$ cat config.mk
export PLATFORM = sky130hd
export DESIGN_NAME = beep_frame_parser_top
export DESIGN_NICKNAME = d
export VERILOG_FILES = /design/src/hdl/bfp_pkg.sv /design/src/hdl/bfp_core.sv /design/src/hdl/beep_frame_parser_top.sv
export SDC_FILE = /design/constraint.sdc
export NUM_CORES = 1
export LEC_CHECK = 0
export BUFFER_PORTS_ARGS = -buffer_cell sky130_fd_sc_hd__buf_2
export CORE_MARGIN = 8
export CORE_UTILIZATION = 60
export DETAILED_ROUTE_END_ITERATION = 7
export PLACE_DENSITY_LB_ADDON = 0.1
export SYNTH_ARGS = -nofsm -noshare
export SYNTH_HDL_FRONTEND = slang
export SYNTH_SLANG_ARGS = --single-unit
$ cat constraint.sdc
create_clock -name clk -period 16.4 [get_ports clk]
set_input_delay 0.82 -clock clk [delete_from_list [all_inputs] [get_ports clk]]
set_output_delay 0.82 -clock clk [all_outputs]
set_load 0.01 [all_outputs]
$ cat src/hdl/bfp_pkg.sv
//------------------------------------------------------------------------------
// bfp_pkg
// Shared types and constants for the BEEP frame parser.
//------------------------------------------------------------------------------
package bfp_pkg;

	typedef enum logic [1:0] {
		KIND_HEADER = 2'd0,
		KIND_PAYLOAD = 2'd1,
		KIND_DONE = 2'd2,
		KIND_ERROR = 2'd3
	} kind_t;

	localparam logic [2:0] TYPE_MSG = 3'd0;
	localparam logic [2:0] TYPE_RPY = 3'd1;
	localparam logic [2:0] TYPE_ANS = 3'd2;
	localparam logic [2:0] TYPE_ERR = 3'd3;
	localparam logic [2:0] TYPE_NUL = 3'd4;
	localparam logic [2:0] TYPE_SEQ = 3'd5;
	localparam logic [2:0] TYPE_NONE = 3'd6;

	typedef struct packed {
		logic [1:0]  kind;
		logic [2:0]  frame_type;
		logic [30:0] channel;
		logic [30:0] msg_num;
		logic        more;
		logic [31:0] seq_num;
		logic [30:0] payload_size;
		logic [31:0] ans_num;
		logic [7:0]  payload_byte;
		logic        last_payload;
	} result_t;

	// keyword letter by type and position
	function automatic logic [7:0] kw_char(input logic [2:0] t, input logic [1:0] p);
		logic [23:0] w;
		case (t)
			TYPE_MSG: w = "MSG";
			TYPE_RPY: w = "RPY";
			TYPE_ANS: w = "ANS";
			TYPE_ERR: w = "ERR";
			TYPE_NUL: w = "NUL";
			TYPE_SEQ: w = "SEQ";
			default: w = 24'd0;
		endcase
		case (p)
			2'd0: kw_char = w[23:16];
			2'd1: kw_char = w[15:8];
			2'd2: kw_char = w[7:0];
			default: kw_char = 8'd0;
		endcase
	endfunction

	function automatic logic [2:0] start_type(input logic [7:0] b);
		case (b)
			"M": start_type = TYPE_MSG;
			"R": start_type = TYPE_RPY;
			"A": start_type = TYPE_ANS;
			"E": start_type = TYPE_ERR;
			"N": start_type = TYPE_NUL;
			"S": start_type = TYPE_SEQ;
			default: start_type = TYPE_NONE;
		endcase
	endfunction

endpackage

$ cat src/hdl/bfp_core.sv
//------------------------------------------------------------------------------
// bfp_core
// Per-byte state transition, decimal accumulate and result forming.
//------------------------------------------------------------------------------
module bfp_core (
	input  logic              clk,
	input  logic              arst_n,
	input  logic              step,
	input  logic [7:0]        b,
	input  logic              seq_en,
	output logic              res_valid,
	output bfp_pkg::result_t  res
);

	typedef enum logic [3:0] {
		PH_IDLE, PH_RECOVER, PH_KEYWORD, PH_CHANNEL, PH_MSGNO, PH_MORE, PH_SEQNO,
		PH_SIZE, PH_ANSNO, PH_CR, PH_LF, PH_PAYLOAD, PH_TRAIL, PH_TCR, PH_TLF
	} phase_t;

	phase_t      phase_q, phase_n;
	logic [1:0]  kp_q, kp_n;
	logic [2:0]  type_q, type_n;
	logic [31:0] acc_q, acc_n;
	logic        seen_q, seen_n;
	logic [30:0] ch_q, ch_n, msg_q, msg_n, size_q, size_n, rem_q, rem_n;
	logic        more_q, more_n;
	logic [31:0] seqn_q, seqn_n, ans_q, ans_n;

	logic        blank, digit, big;
	logic [35:0] acc10;
	logic [2:0]  st;
	phase_t      numph;
	logic [30:0] rem_dec;

	assign blank = (b == 8'h20) || (b == 8'h09);
	assign digit = (b >= "0") && (b <= "9");
	assign acc10 = {4'd0, acc_q} * 36'd10 + {32'd0, b[3:0]};
	assign st = bfp_pkg::start_type(b);
	assign rem_dec = (rem_q != 31'd0) ? rem_q - 31'd1 : rem_q;

	always_comb begin
		res_valid = 1'b0;
		res = '0;
		phase_n = phase_q; kp_n = kp_q; type_n = type_q; acc_n = acc_q;
		seen_n = seen_q; ch_n = ch_q; msg_n = msg_q; more_n = more_q;
		seqn_n = seqn_q; size_n = size_q; ans_n = ans_q; rem_n = rem_q;
		big = 1'b0;
		numph = phase_q;
		case (phase_q)
			PH_IDLE, PH_RECOVER: begin
				if (!blank) begin
					if (st != bfp_pkg::TYPE_NONE && (st != bfp_pkg::TYPE_SEQ || seq_en)) begin
						type_n = st; kp_n = 2'd1; acc_n = '0; seen_n = 1'b0;
						ch_n = '0; msg_n = '0; more_n = 1'b0; seqn_n = '0;
						size_n = '0; ans_n = '0; rem_n = '0;
						phase_n = PH_KEYWORD;
					end else if (phase_q == PH_IDLE) begin
						res_valid = 1'b1;
					end
				end
			end
			PH_KEYWORD: begin
				if (b != bfp_pkg::kw_char(type_q, kp_q) || kp_q == 2'd3) res_valid = 1'b1;
				else if (kp_q == 2'd2) begin
					kp_n = 2'd0; phase_n = PH_CHANNEL;
				end else kp_n = kp_q + 2'd1;
			end
			PH_CHANNEL, PH_MSGNO, PH_SEQNO, PH_SIZE, PH_ANSNO: begin
				big = (phase_q == PH_SEQNO || phase_q == PH_ANSNO) ? (acc10[35:32] != 4'd0)
					: (acc10[35:31] != 5'd0);
				if (digit) begin
					if (big) res_valid = 1'b1;
					else begin
						acc_n = acc10[31:0]; seen_n = 1'b1;
					end
				end else if (!seen_q) begin
					if (!blank) res_valid = 1'b1;
				end else begin
					acc_n = '0; seen_n = 1'b0;
					case (phase_q)
						PH_CHANNEL: begin
							ch_n = acc_q[30:0];
							numph = (type_q == bfp_pkg::TYPE_SEQ) ? PH_SEQNO : PH_MORE;
						end
						PH_MSGNO: begin msg_n = acc_q[30:0]; numph = PH_MORE; end
						PH_SEQNO: begin seqn_n = acc_q; numph = PH_SIZE; end
						PH_SIZE: begin
							size_n = acc_q[30:0];
							numph = (type_q == bfp_pkg::TYPE_ANS) ? PH_ANSNO : PH_CR;
						end
						default: begin ans_n = acc_q; numph = PH_CR; end
					endcase
					// terminating octet goes to the next phase right away
					if (phase_q == PH_CHANNEL && type_q != bfp_pkg::TYPE_SEQ) begin
						phase_n = PH_MSGNO;
						// MSGNO with no digits yet
						if (!blank) res_valid = 1'b1;
					end else if (numph == PH_MORE) begin
						phase_n = PH_MORE;
						if (!blank) begin
							if (b == "*") begin more_n = 1'b1; phase_n = PH_SEQNO; end
							else if (b == ".") begin more_n = 1'b0; phase_n = PH_SEQNO; end
							else res_valid = 1'b1;
						end
					end else if (numph == PH_CR) begin
						phase_n = PH_CR;
						if (!blank) begin
							if (b == 8'h0D) phase_n = PH_LF;
							else res_valid = 1'b1;
						end
					end else begin
						// next phase is a number and current octet is a non-digit
						phase_n = numph;
						if (!blank) res_valid = 1'b1;
					end
				end
			end
			PH_MORE: begin
				if (!blank) begin
					if (b == "*") begin more_n = 1'b1; phase_n = PH_SEQNO; end
					else if (b == ".") begin more_n = 1'b0; phase_n = PH_SEQNO; end
					else res_valid = 1'b1;
				end
			end
			PH_CR: begin
				if (!blank) begin
					if (b == 8'h0D) phase_n = PH_LF;
					else res_valid = 1'b1;
				end
			end
			PH_LF: begin
				if (b != 8'h0A) res_valid = 1'b1;
				else begin
					res_valid = 1'b1;
					if (type_q == bfp_pkg::TYPE_SEQ) begin
						phase_n = PH_IDLE;
						res.kind = bfp_pkg::KIND_DONE;
					end else begin
						rem_n = size_q; kp_n = 2'd0;
						phase_n = (size_q != 31'd0) ? PH_PAYLOAD : PH_TRAIL;
						res.kind = bfp_pkg::KIND_HEADER;
					end
				end
			end
			PH_PAYLOAD: begin
				res_valid = 1'b1;
				res.kind = bfp_pkg::KIND_PAYLOAD;
				res.payload_byte = b;
				rem_n = rem_dec;
				if (rem_dec == 31'd0) begin
					kp_n = 2'd0; phase_n = PH_TRAIL; res.last_payload = 1'b1;
				end
			end
			PH_TRAIL: begin
				// trailer keyword END, blanks only before its first letter
				if (!(kp_q == 2'd0 && blank)) begin
					if (kp_q == 2'd3
						|| (kp_q == 2'd0 && b != "E")
						|| (kp_q == 2'd1 && b != "N")
						|| (kp_q == 2'd2 && b != "D")) res_valid = 1'b1;
					else if (kp_q == 2'd2) begin kp_n = 2'd0; phase_n = PH_TCR; end
					else kp_n = kp_q + 2'd1;
				end
			end
			PH_TCR: begin
				if (b == 8'h0D) phase_n = PH_TLF;
				else res_valid = 1'b1;
			end
			PH_TLF: begin
				res_valid = 1'b1;
				if (b == 8'h0A) begin
					phase_n = PH_IDLE; res.kind = bfp_pkg::KIND_DONE;
				end
			end
			default: res_valid = 1'b1;
		endcase
		if (res_valid && res.kind == bfp_pkg::KIND_HEADER && !(phase_q == PH_LF && b == 8'h0A))
			res.kind = bfp_pkg::KIND_ERROR;
		if (res_valid && res.kind == bfp_pkg::KIND_DONE && !((phase_q == PH_LF || phase_q == PH_TLF)
			&& b == 8'h0A)) res.kind = bfp_pkg::KIND_ERROR;
		if (res_valid && res.kind == bfp_pkg::KIND_ERROR) begin
			phase_n = PH_RECOVER; kp_n = 2'd0; acc_n = '0; seen_n = 1'b0;
			res = '0;
			res.kind = bfp_pkg::KIND_ERROR;
		end else if (res_valid) begin
			res.frame_type = type_q;
			res.channel = ch_q;
			res.msg_num = msg_q;
			res.more = more_q;
			res.seq_num = seqn_q;
			res.payload_size = size_q;
			res.ans_num = ans_q;
		end
	end

	always_ff @(posedge clk or negedge arst_n) begin
		if (!arst_n) begin
			phase_q <= PH_IDLE; kp_q <= '0; type_q <= '0; acc_q <= '0; seen_q <= 1'b0;
			ch_q <= '0; msg_q <= '0; more_q <= 1'b0; seqn_q <= '0; size_q <= '0;
			ans_q <= '0; rem_q <= '0;
		end else if (step) begin
			phase_q <= phase_n; kp_q <= kp_n; type_q <= type_n; acc_q <= acc_n;
			seen_q <= seen_n; ch_q <= ch_n; msg_q <= msg_n; more_q <= more_n;
			seqn_q <= seqn_n; size_q <= size_n; ans_q <= ans_n; rem_q <= rem_n;
		end
	end

	a_kw_range: assert property (@(posedge clk) disable iff (!arst_n)
		(phase_q == PH_KEYWORD) |-> (kp_q != 2'd0 && kp_q != 2'd3))
		else $error("keyword progress out of range");
	a_pay_rem: assert property (@(posedge clk) disable iff (!arst_n)
		(phase_q == PH_PAYLOAD) |-> (rem_q != 31'd0))
		else $error("payload phase with nothing left");
	a_err_zero: assert property (@(posedge clk) disable iff (!arst_n)
		(res_valid && res.kind == bfp_pkg::KIND_ERROR) |-> (res.channel == 31'd0))
		else $error("error result carries fields");

endmodule

$ cat src/hdl/beep_frame_parser_top.sv
//------------------------------------------------------------------------------
// beep_frame_parser_top
// Byte-serial BEEP frame parser with registered result stage.
//------------------------------------------------------------------------------
// A byte's result, if any, is registered at the same edge that accepts the byte.
// Throughput: one byte per cycle when not blocked; the parse state updates once per beat.
// A held result blocks input only when the result register is full and out_ready is low.
// Reset (arst_n low) clears the parse state to waiting for keyword and sets seq_enable.
module beep_frame_parser_top (
	input  logic        clk,
	input  logic        arst_n,
	input  logic        in_valid,
	output logic        in_ready,
	input  logic [7:0]  byte_value,
	input  logic        cfg_valid,
	output logic        cfg_ready,
	input  logic        cfg_data,
	output logic        out_valid,
	input  logic        out_ready,
	output logic [1:0]  kind,
	output logic [2:0]  frame_type,
	output logic [30:0] channel,
	output logic [30:0] msg_num,
	output logic        more,
	output logic [31:0] seq_num,
	output logic [30:0] payload_size,
	output logic [31:0] ans_num,
	output logic [7:0]  payload_byte,
	output logic        last_payload
);

	logic             seq_en_q, step, rv;
	bfp_pkg::result_t r, res_q;

	assign cfg_ready = 1'b1;
	assign in_ready = !out_valid || out_ready;
	assign step = in_valid && in_ready;

	always_ff @(posedge clk or negedge arst_n) begin
		if (!arst_n) seq_en_q <= 1'b1;
		else if (cfg_valid) seq_en_q <= cfg_data;
	end

	bfp_core u_core (
		.clk(clk), .arst_n(arst_n), .step(step), .b(byte_value),
		.seq_en(seq_en_q), .res_valid(rv), .res(r)
	);

	always_ff @(posedge clk or negedge arst_n) begin
		if (!arst_n) out_valid <= 1'b0;
		else if (in_ready) out_valid <= step && rv;
	end

	always_ff @(posedge clk) begin
		if (step && rv) res_q <= r;
	end

	assign kind = res_q.kind;
	assign frame_type = res_q.frame_type;
	assign channel = res_q.channel;
	assign msg_num = res_q.msg_num;
	assign more = res_q.more;
	assign seq_num = res_q.seq_num;
	assign payload_size = res_q.payload_size;
	assign ans_num = res_q.ans_num;
	assign payload_byte = res_q.payload_byte;
	assign last_payload = res_q.last_payload;

	a_hold: assert property (@(posedge clk) disable iff (!arst_n)
		(out_valid && !out_ready) |=> (out_valid && $stable(res_q)))
		else $error("result dropped while stalled");
	a_no_step: assert property (@(posedge clk) disable iff (!arst_n)
		(out_valid && !out_ready) |-> !step)
		else $error("byte taken while result stalled");
	a_res: assert property (@(posedge clk) disable iff (!arst_n)
		(step && rv) |=> out_valid)
		else $error("result not registered");

endmodule
Word-level counts from Yosys, hierarchy flattened

Index checks and enable logic that the tools add are counted.

Shifts and indexed selects: 0
Bitwise logic cells: 3
Order comparisons: 2
Multipliers: 1
Divide/modulo/power cells: 0
Equal/unequal tests: 79
Multiplexer cells: 125
$add $sub $neg: 3
Reduce and logical (&&, ||, !) cells: 60

Operator list:

| kind                                                                  | number |
|---|---|
| 31-bit two-way mux                                                    | 14 |
| 32-bit two-way mux                                                    | 12 |
| 32-bit case mux with 2 select lines                                   | 3 |
| 31-bit case mux with 2 select lines                                   | 3 |
| 23-bit case mux with 6 select lines                                   | 1 |
| 4-bit two-way mux                                                     | 29 |
| 31-bit case mux with 3 select lines                                   | 1 |
| 31-bit nonzero test                                                   | 2 |
| 8-bit by 7-bit equality test with 1-bit output, second input constant | 6 |
| 4-bit case mux with 10 select lines                                   | 1 |
| 36-bit by 4-bit adder with 36-bit output                              | 1 |
| 2-bit two-way mux                                                     | 18 |
| 3-bit != test, second input constant                                  | 12 |
| 32-bit by 3-bit multiplier with 35-bit output, second input constant  | 1 |
| 7-bit AND reduction                                                   | 5 |
| 1-bit two-way mux                                                     | 33 |
| 4-bit equality test, second input constant                            | 8 |
| 31-bit logical NOT                                                    | 1 |
| 31-bit by 1-bit subtractor with 31-bit output, second input constant  | 1 |
| 8-bit by 4-bit equality test with 1-bit output, second input constant | 3 |
| 8-bit by 6-bit equality test with 1-bit output, second input constant | 3 |
| 8-bit by 7-bit != test with 1-bit output, second input constant       | 3 |
| 8-bit case mux with 3 select lines                                    | 1 |
| 3-bit by 1-bit != test with 1-bit output, second input constant       | 7 |
| other kinds (49)                                                      | 104 |

Bits in latches: 0
Word-level logic and storage cells: 297
Memory bits (writable): 0
Memories: 0
Output and inout port bits: 175
Memory bits (read-only): 0
Flip-flop bits (word level): 405

Depth between registers and ports, before layout

Word-level depth: 24
Mapped depth: 16
Gate-level depth less buffers: 15

Hierarchy

Synthesis repeated with hierarchy kept, for this count alone.

Cell total of the unflattened synthesis: 2007
Area total of the unflattened synthesis: 20233.2 sq um

Modules (own cells, without submodules):

| module                | times used | area each (sq um) | seq. area each (sq um) | cells each |
|---|---|---|---|---|
| bfp_core              | 1          | 14946.8           | 5780.5                 | 1825 |
| beep_frame_parser_top | 1          | 5286.3            | 5216.3                 | 182 |

Least setup slack after synthesis

Ideal clock, no wire load.

Path kind: register -> register
Start: register u_core.acc_q[1]
End: register res_q, in the netlist ans_num[0], enable pin
Setup time: 706 ps
Stages on the path, launching flop included: 16
Path slack: 4660 ps
Period minus slack after synthesis: 11740 ps
Arrival time: 11035 ps
Required time: 15694 ps
Path through: dfrtp_1 -> ha_1 -> ha_1 -> fa_1 -> a211oi_2 -> o21ai_2 -> a21oi_1 -> xor2_1 -> nor4_1 -> and3_1 -> and4bb_2 -> nor4b_4 -> mux2i_1 -> nor3_1 -> o21a_1 -> nor2_1

Cells in the longest elaborated chain, start to end: 8
Elaborated cells on any way between the ends: 9
Classes of those cells: add/sub: 1; mul: 1; mux: 4; reduce/logical: 3

Ends and longest elaborated chain:

| what                                                            | line                           | text |
|---|---|---|
| start: declaration                                              | bfp_core.sv:23                 | `logic [31:0] acc_q, acc_n;` |
| start signal: assignment                                        | bfp_core.sv:202                | `phase_q <= phase_n; kp_q <= kp_n; type_q <= type_n; acc_q <= acc_n;` |
| 32-bit by 3-bit multiplier with 35-bit output *                 | bfp_core.sv:37                 | `assign acc10 = {4'd0, acc_q} * 36'd10 + {32'd0, b[3:0]};` |
| 36-bit by 4-bit adder with 36-bit output *                      | bfp_core.sv:37                 |  |
| 5-bit nonzero test / 4-bit nonzero test (equally long branches) | bfp_core.sv:70, bfp_core.sv:69 |  |
| 1-bit two-way mux *                                             | bfp_core.sv:69                 | `big = (phase_q == PH_SEQNO \|\| phase_q == PH_ANSNO) ? (acc10[35:32] != 4'd0)` |
| 1-bit two-way mux *                                             | bfp_core.sv:72                 | `if (big) res_valid = 1'b1;` |
| 1-bit two-way mux *                                             | bfp_core.sv:71                 | `if (digit) begin` |
| 1-bit case mux with 7 select lines *                            | bfp_core.sv:49                 | `case (phase_q)` |
| 1-bit logical AND *                                             | beep_frame_parser_top.sv:55    | `if (step && rv) res_q <= r;` |
| end signal: assignment                                          | beep_frame_parser_top.sv:55    |  |
| end: declaration                                                | beep_frame_parser_top.sv:33    | `bfp_pkg::result_t r, res_q;` |

Every way passes the cells marked *; elsewhere a longest branch is shown, timed or not.
A chain may end at the register's enable or synchronous reset.

Worst setup path in the final report

Start: register u_core.acc_q[1]
End: register res_q, in the netlist payload_size[12], enable pin

The elaborated chain is that of the path after synthesis.

==> impl_metrics.toml <==
[critical_path]
worstSetupStartpointType = "flop"
slowest_stage = "buf_4"
crit_family = "simple AND/OR/NAND/NOR gates"
critPathLaunch = "u_core.acc_q[1]$_DFFE_PN0P_"
reg2reg_slack_ns = 9.98
r2r_end = "payload_size[12]$_SDFFCE_PP0P_"
cp.arrival_ns = 6.59
critPathCaptureType = "flop"
worst-path-max-fanout = 81
cp_cell_sequence = "ha_1 > ha_1 > fa_1 > nand2_1 > or2_2 > nor4_2 > o211ai_1 > nor4_1 > nand4_1 > nor4_1 > nor2_1 > mux2i_1 > nor3_1 > o21a_1 > nor2_4 > buf_4"
required_ns = 16.57
endpoint = "payload_size[12]$_SDFFCE_PP0P_"
r2r_cells = 16
slowest_delay_ns = 0.78
path_class = "flop to flop"
r2r-start = "u_core.acc_q[1]$_DFFE_PN0P_"
cp.buffers_inverters = 1
cp.depth = 16

[synth]
synth_area_leaders = "dfrtp_1, edfxtp_1, o21ai_0, nand2_1, and2_1"
synthesis.area_um2 = 20500
synth_top_area_cell = "dfrtp_1"
synth_edf_count = 172
synth_cell_type_count = 91
netlist.area_leader.share = 0.284
ys_seq_elements = 405
synth-seq-area-share = 0.537
synth_flop_cell = "dfrtp_1"
synth_nets = 2146
syn_inst = 2065
async_reset_ff_frac = 0.575
yosys_warnings = 0
synth_common_cells = "o21ai_0, nand2_1, dfrtp_1"
synth_most_common_cell = "o21ai_0"
syn_area_per_cell_um2 = 9.92

[power]
p_leak_uw = 0.00963
p_per_area_nw_per_um2 = 141
max-vdd-ir-drop_mv = 0.0950
finalPower_uw = 3250

[routing]
ant_nets = 0
met3_length_um = 3990
num_vias = 16500
wirelength_um = 56500
first_pass_iters = 6
drt-initial-drc-count = 1462
wl_met1_um = 23600
wl_per_cell_um = 21.1
top_layer = "met4"
drc = 0
met2_length_um = 26800
via_per_inst = 6.16

[grt]
antenna_found_initial = 2
grt_overflow = 0
grt_start_max_net_pins = 130
grt_pass1_vias = 16100
grt_first_pass_wirelength_um = 89400
track_usage = 0.275

[floorplanning]
rows = 67
fp.dieArea_um2 = 40300
core-area_um2 = 33500
die_w_um = 201
fp.dieH_um = 201
pin_count = 189
start_util = 0.611

[timing]
slew_violations = 0
min_period_over_period = 0.392
finalHoldViolCount = 0
setup_violations = 0
fin_tns_setup_ns = 0
slew_headroom = 0.255
rsz0062_at_grt = "false"
layout_min_cycle_time_ns = 6.42
fin_worst_skew_ns = 0.0169
max_freq_mhz = 156
worstMarginPinSlew_ns = 1.12

[cells_and_area]
drive_above_1_share = 0.141
stdcell_area_um2 = 23000
antennaDiodeCount = 0
multi_input_area_um2 = 8660
nFillCells = 2574
syn_to_final_growth_pct = 12.4
fin_cells = 2673
final_util = 0.687
fin_nets = 2274
seq_area_um2 = 11000

[clock_network]
cts.sinks = 405
postCtsSetupBuffers = 0
cts_root_buf = "clkbuf_16"
path_clk_slew_ns = 0.06
h-tree-depth = 2
insertion_delay_ns = 0.56
cts_buffer_depth = 3
post_cts_resized = 0
numCtsBuffers = 41
hold_buffers = 0
cts_tree = "built"

[flow_run]
cap_violations = 0

[run_status]
outcome = "finished clean"

[placement]
dp_hpwl_um = 39600
dpl-instance-area_um2 = 21600
gp_congestion = 1.00
dp.cells = 2598
numPortBuffers = 187

[worst_hold_path]
holdCritPathClass = "input pin to async pin"
==> cell type report <==
type / instances / area share
flip-flops and latches: 405 / 0.478
clock buffers: 50 / 0.0482
multi-input cells: 1449 / 0.376
well taps: 448 / 0.0243
inverters: 93 / 0.0152
repair buffers: 203 / 0.0463
clock inverters: 25 / 0.0124
==> worst register-to-register path, stage by stage, from the launching register on <==
cell and delay, ns:
dfrtp_1 0.44, ha_1 0.33, ha_1 0.24, fa_1 0.55, nand2_1 0.07, or2_2 0.31, nor4_2 0.46, o211ai_1 0.25
nor4_1 0.51, nand4_1 0.27, nor4_1 0.47, nor2_1 0.08, mux2i_1 0.35, nor3_1 0.20, o21a_1 0.27, nor2_4 0.31
buf_4 0.79
==> registers in the layout (all words and copies together) (netlist names), 4 cells and up <==
name,count
channel,31
u_core.acc_q,32
u_core.size_q,31
msg_num,31
payload_byte,8
seq_num,32
u_core.phase_q,4
ans_num,32
payload_size,31
u_core.ch_q,31
u_core.seqn_q,32
u_core.rem_q,31
u_core.msg_q,31
u_core.ans_q,32
==> placed cells by master, fill, tap and decap left out, types with 16 or more instances in the layout <==
| cell type | instances |
|---|---|
| and2_1 | 144 |
| o211ai_1 | 16 |
| buf_2 | 186 |
| a21oi_1 | 116 |
| o21ai_0 | 271 |
| dfrtp_1 | 232 |
| clkbuf_16 | 41 |
| a22oi_1 | 16 |
| or3_1 | 16 |
| xnor2_1 | 37 |
| ha_1 | 65 |
| buf_4 | 16 |
| nand3_1 | 55 |
| nand2_1 | 243 |
| inv_1 | 92 |
| o22ai_1 | 37 |
| nor4_1 | 30 |
| edfxtp_1 | 172 |
| nor2_1 | 98 |
| nor3_1 | 48 |
| xor2_1 | 20 |
| nand4_1 | 26 |
==> power breakdown <==
group          internal (uW)  total, uW  switching (uW)  leakage [uW]
registers               1320       1420             104       0.00484
logic                    247        857             610       0.00411
clock network            578        973             395      0.000682
total                   2150       3250            1110       0.00963
==> stage by stage <==
stage / setup slack (ns) / hold WS (ns)
2_1_floorplan: 4.66 / 0.440
3_3_place_gp: 10.27 / 0.453
3_5_place_dp: 10.01 / 0.462
4_1_cts: 9.99 / 0.314
5_1_grt: 9.61 / 0.370
6_report: 9.98 / 0.295
==> worst min-delay path by stage <==
stage	startpoint	to	slack [ns]	cells after the start
after floorplan	u_core.ans_q[31]$_DFFE_PN0P_	u_core.ans_q[31]$_DFFE_PN0P_	0.44	2
after global placement	u_core.ans_q[31]$_DFFE_PN0P_	u_core.ans_q[31]$_DFFE_PN0P_	0.45	2
final	arst_n	u_core.ch_q[4]$_DFFE_PN0P_	0.29	1
after global routing	arst_n	u_core.ch_q[3]$_DFFE_PN0P_	0.37	1
after detailed placement	u_core.msg_q[3]$_DFFE_PN0P_	u_core.msg_q[3]$_DFFE_PN0P_	0.46	2
after CTS	arst_n	u_core.ch_q[4]$_DFFE_PN0P_	0.31	1
==> per-layer routing <==
metal / up-vias / global-route usage
met1: 8019 / 0.364
met3: 134 / 0.0524
li1: 7659 / -
met2: 641 / 0.446
met5: - / 0
met4: 0 / 0.106
==> cells by family after synthesis <==
family | synth area share
simple gates | 0.187
compound gates | 0.164
flops | 0.537
buf+inv | 0.0420
fa+ha+maj | 0.0417
xor+xnor | 0.0244
mux | 0.00348
other cells | 0.000183
Power figures use the tool's default switching activity.
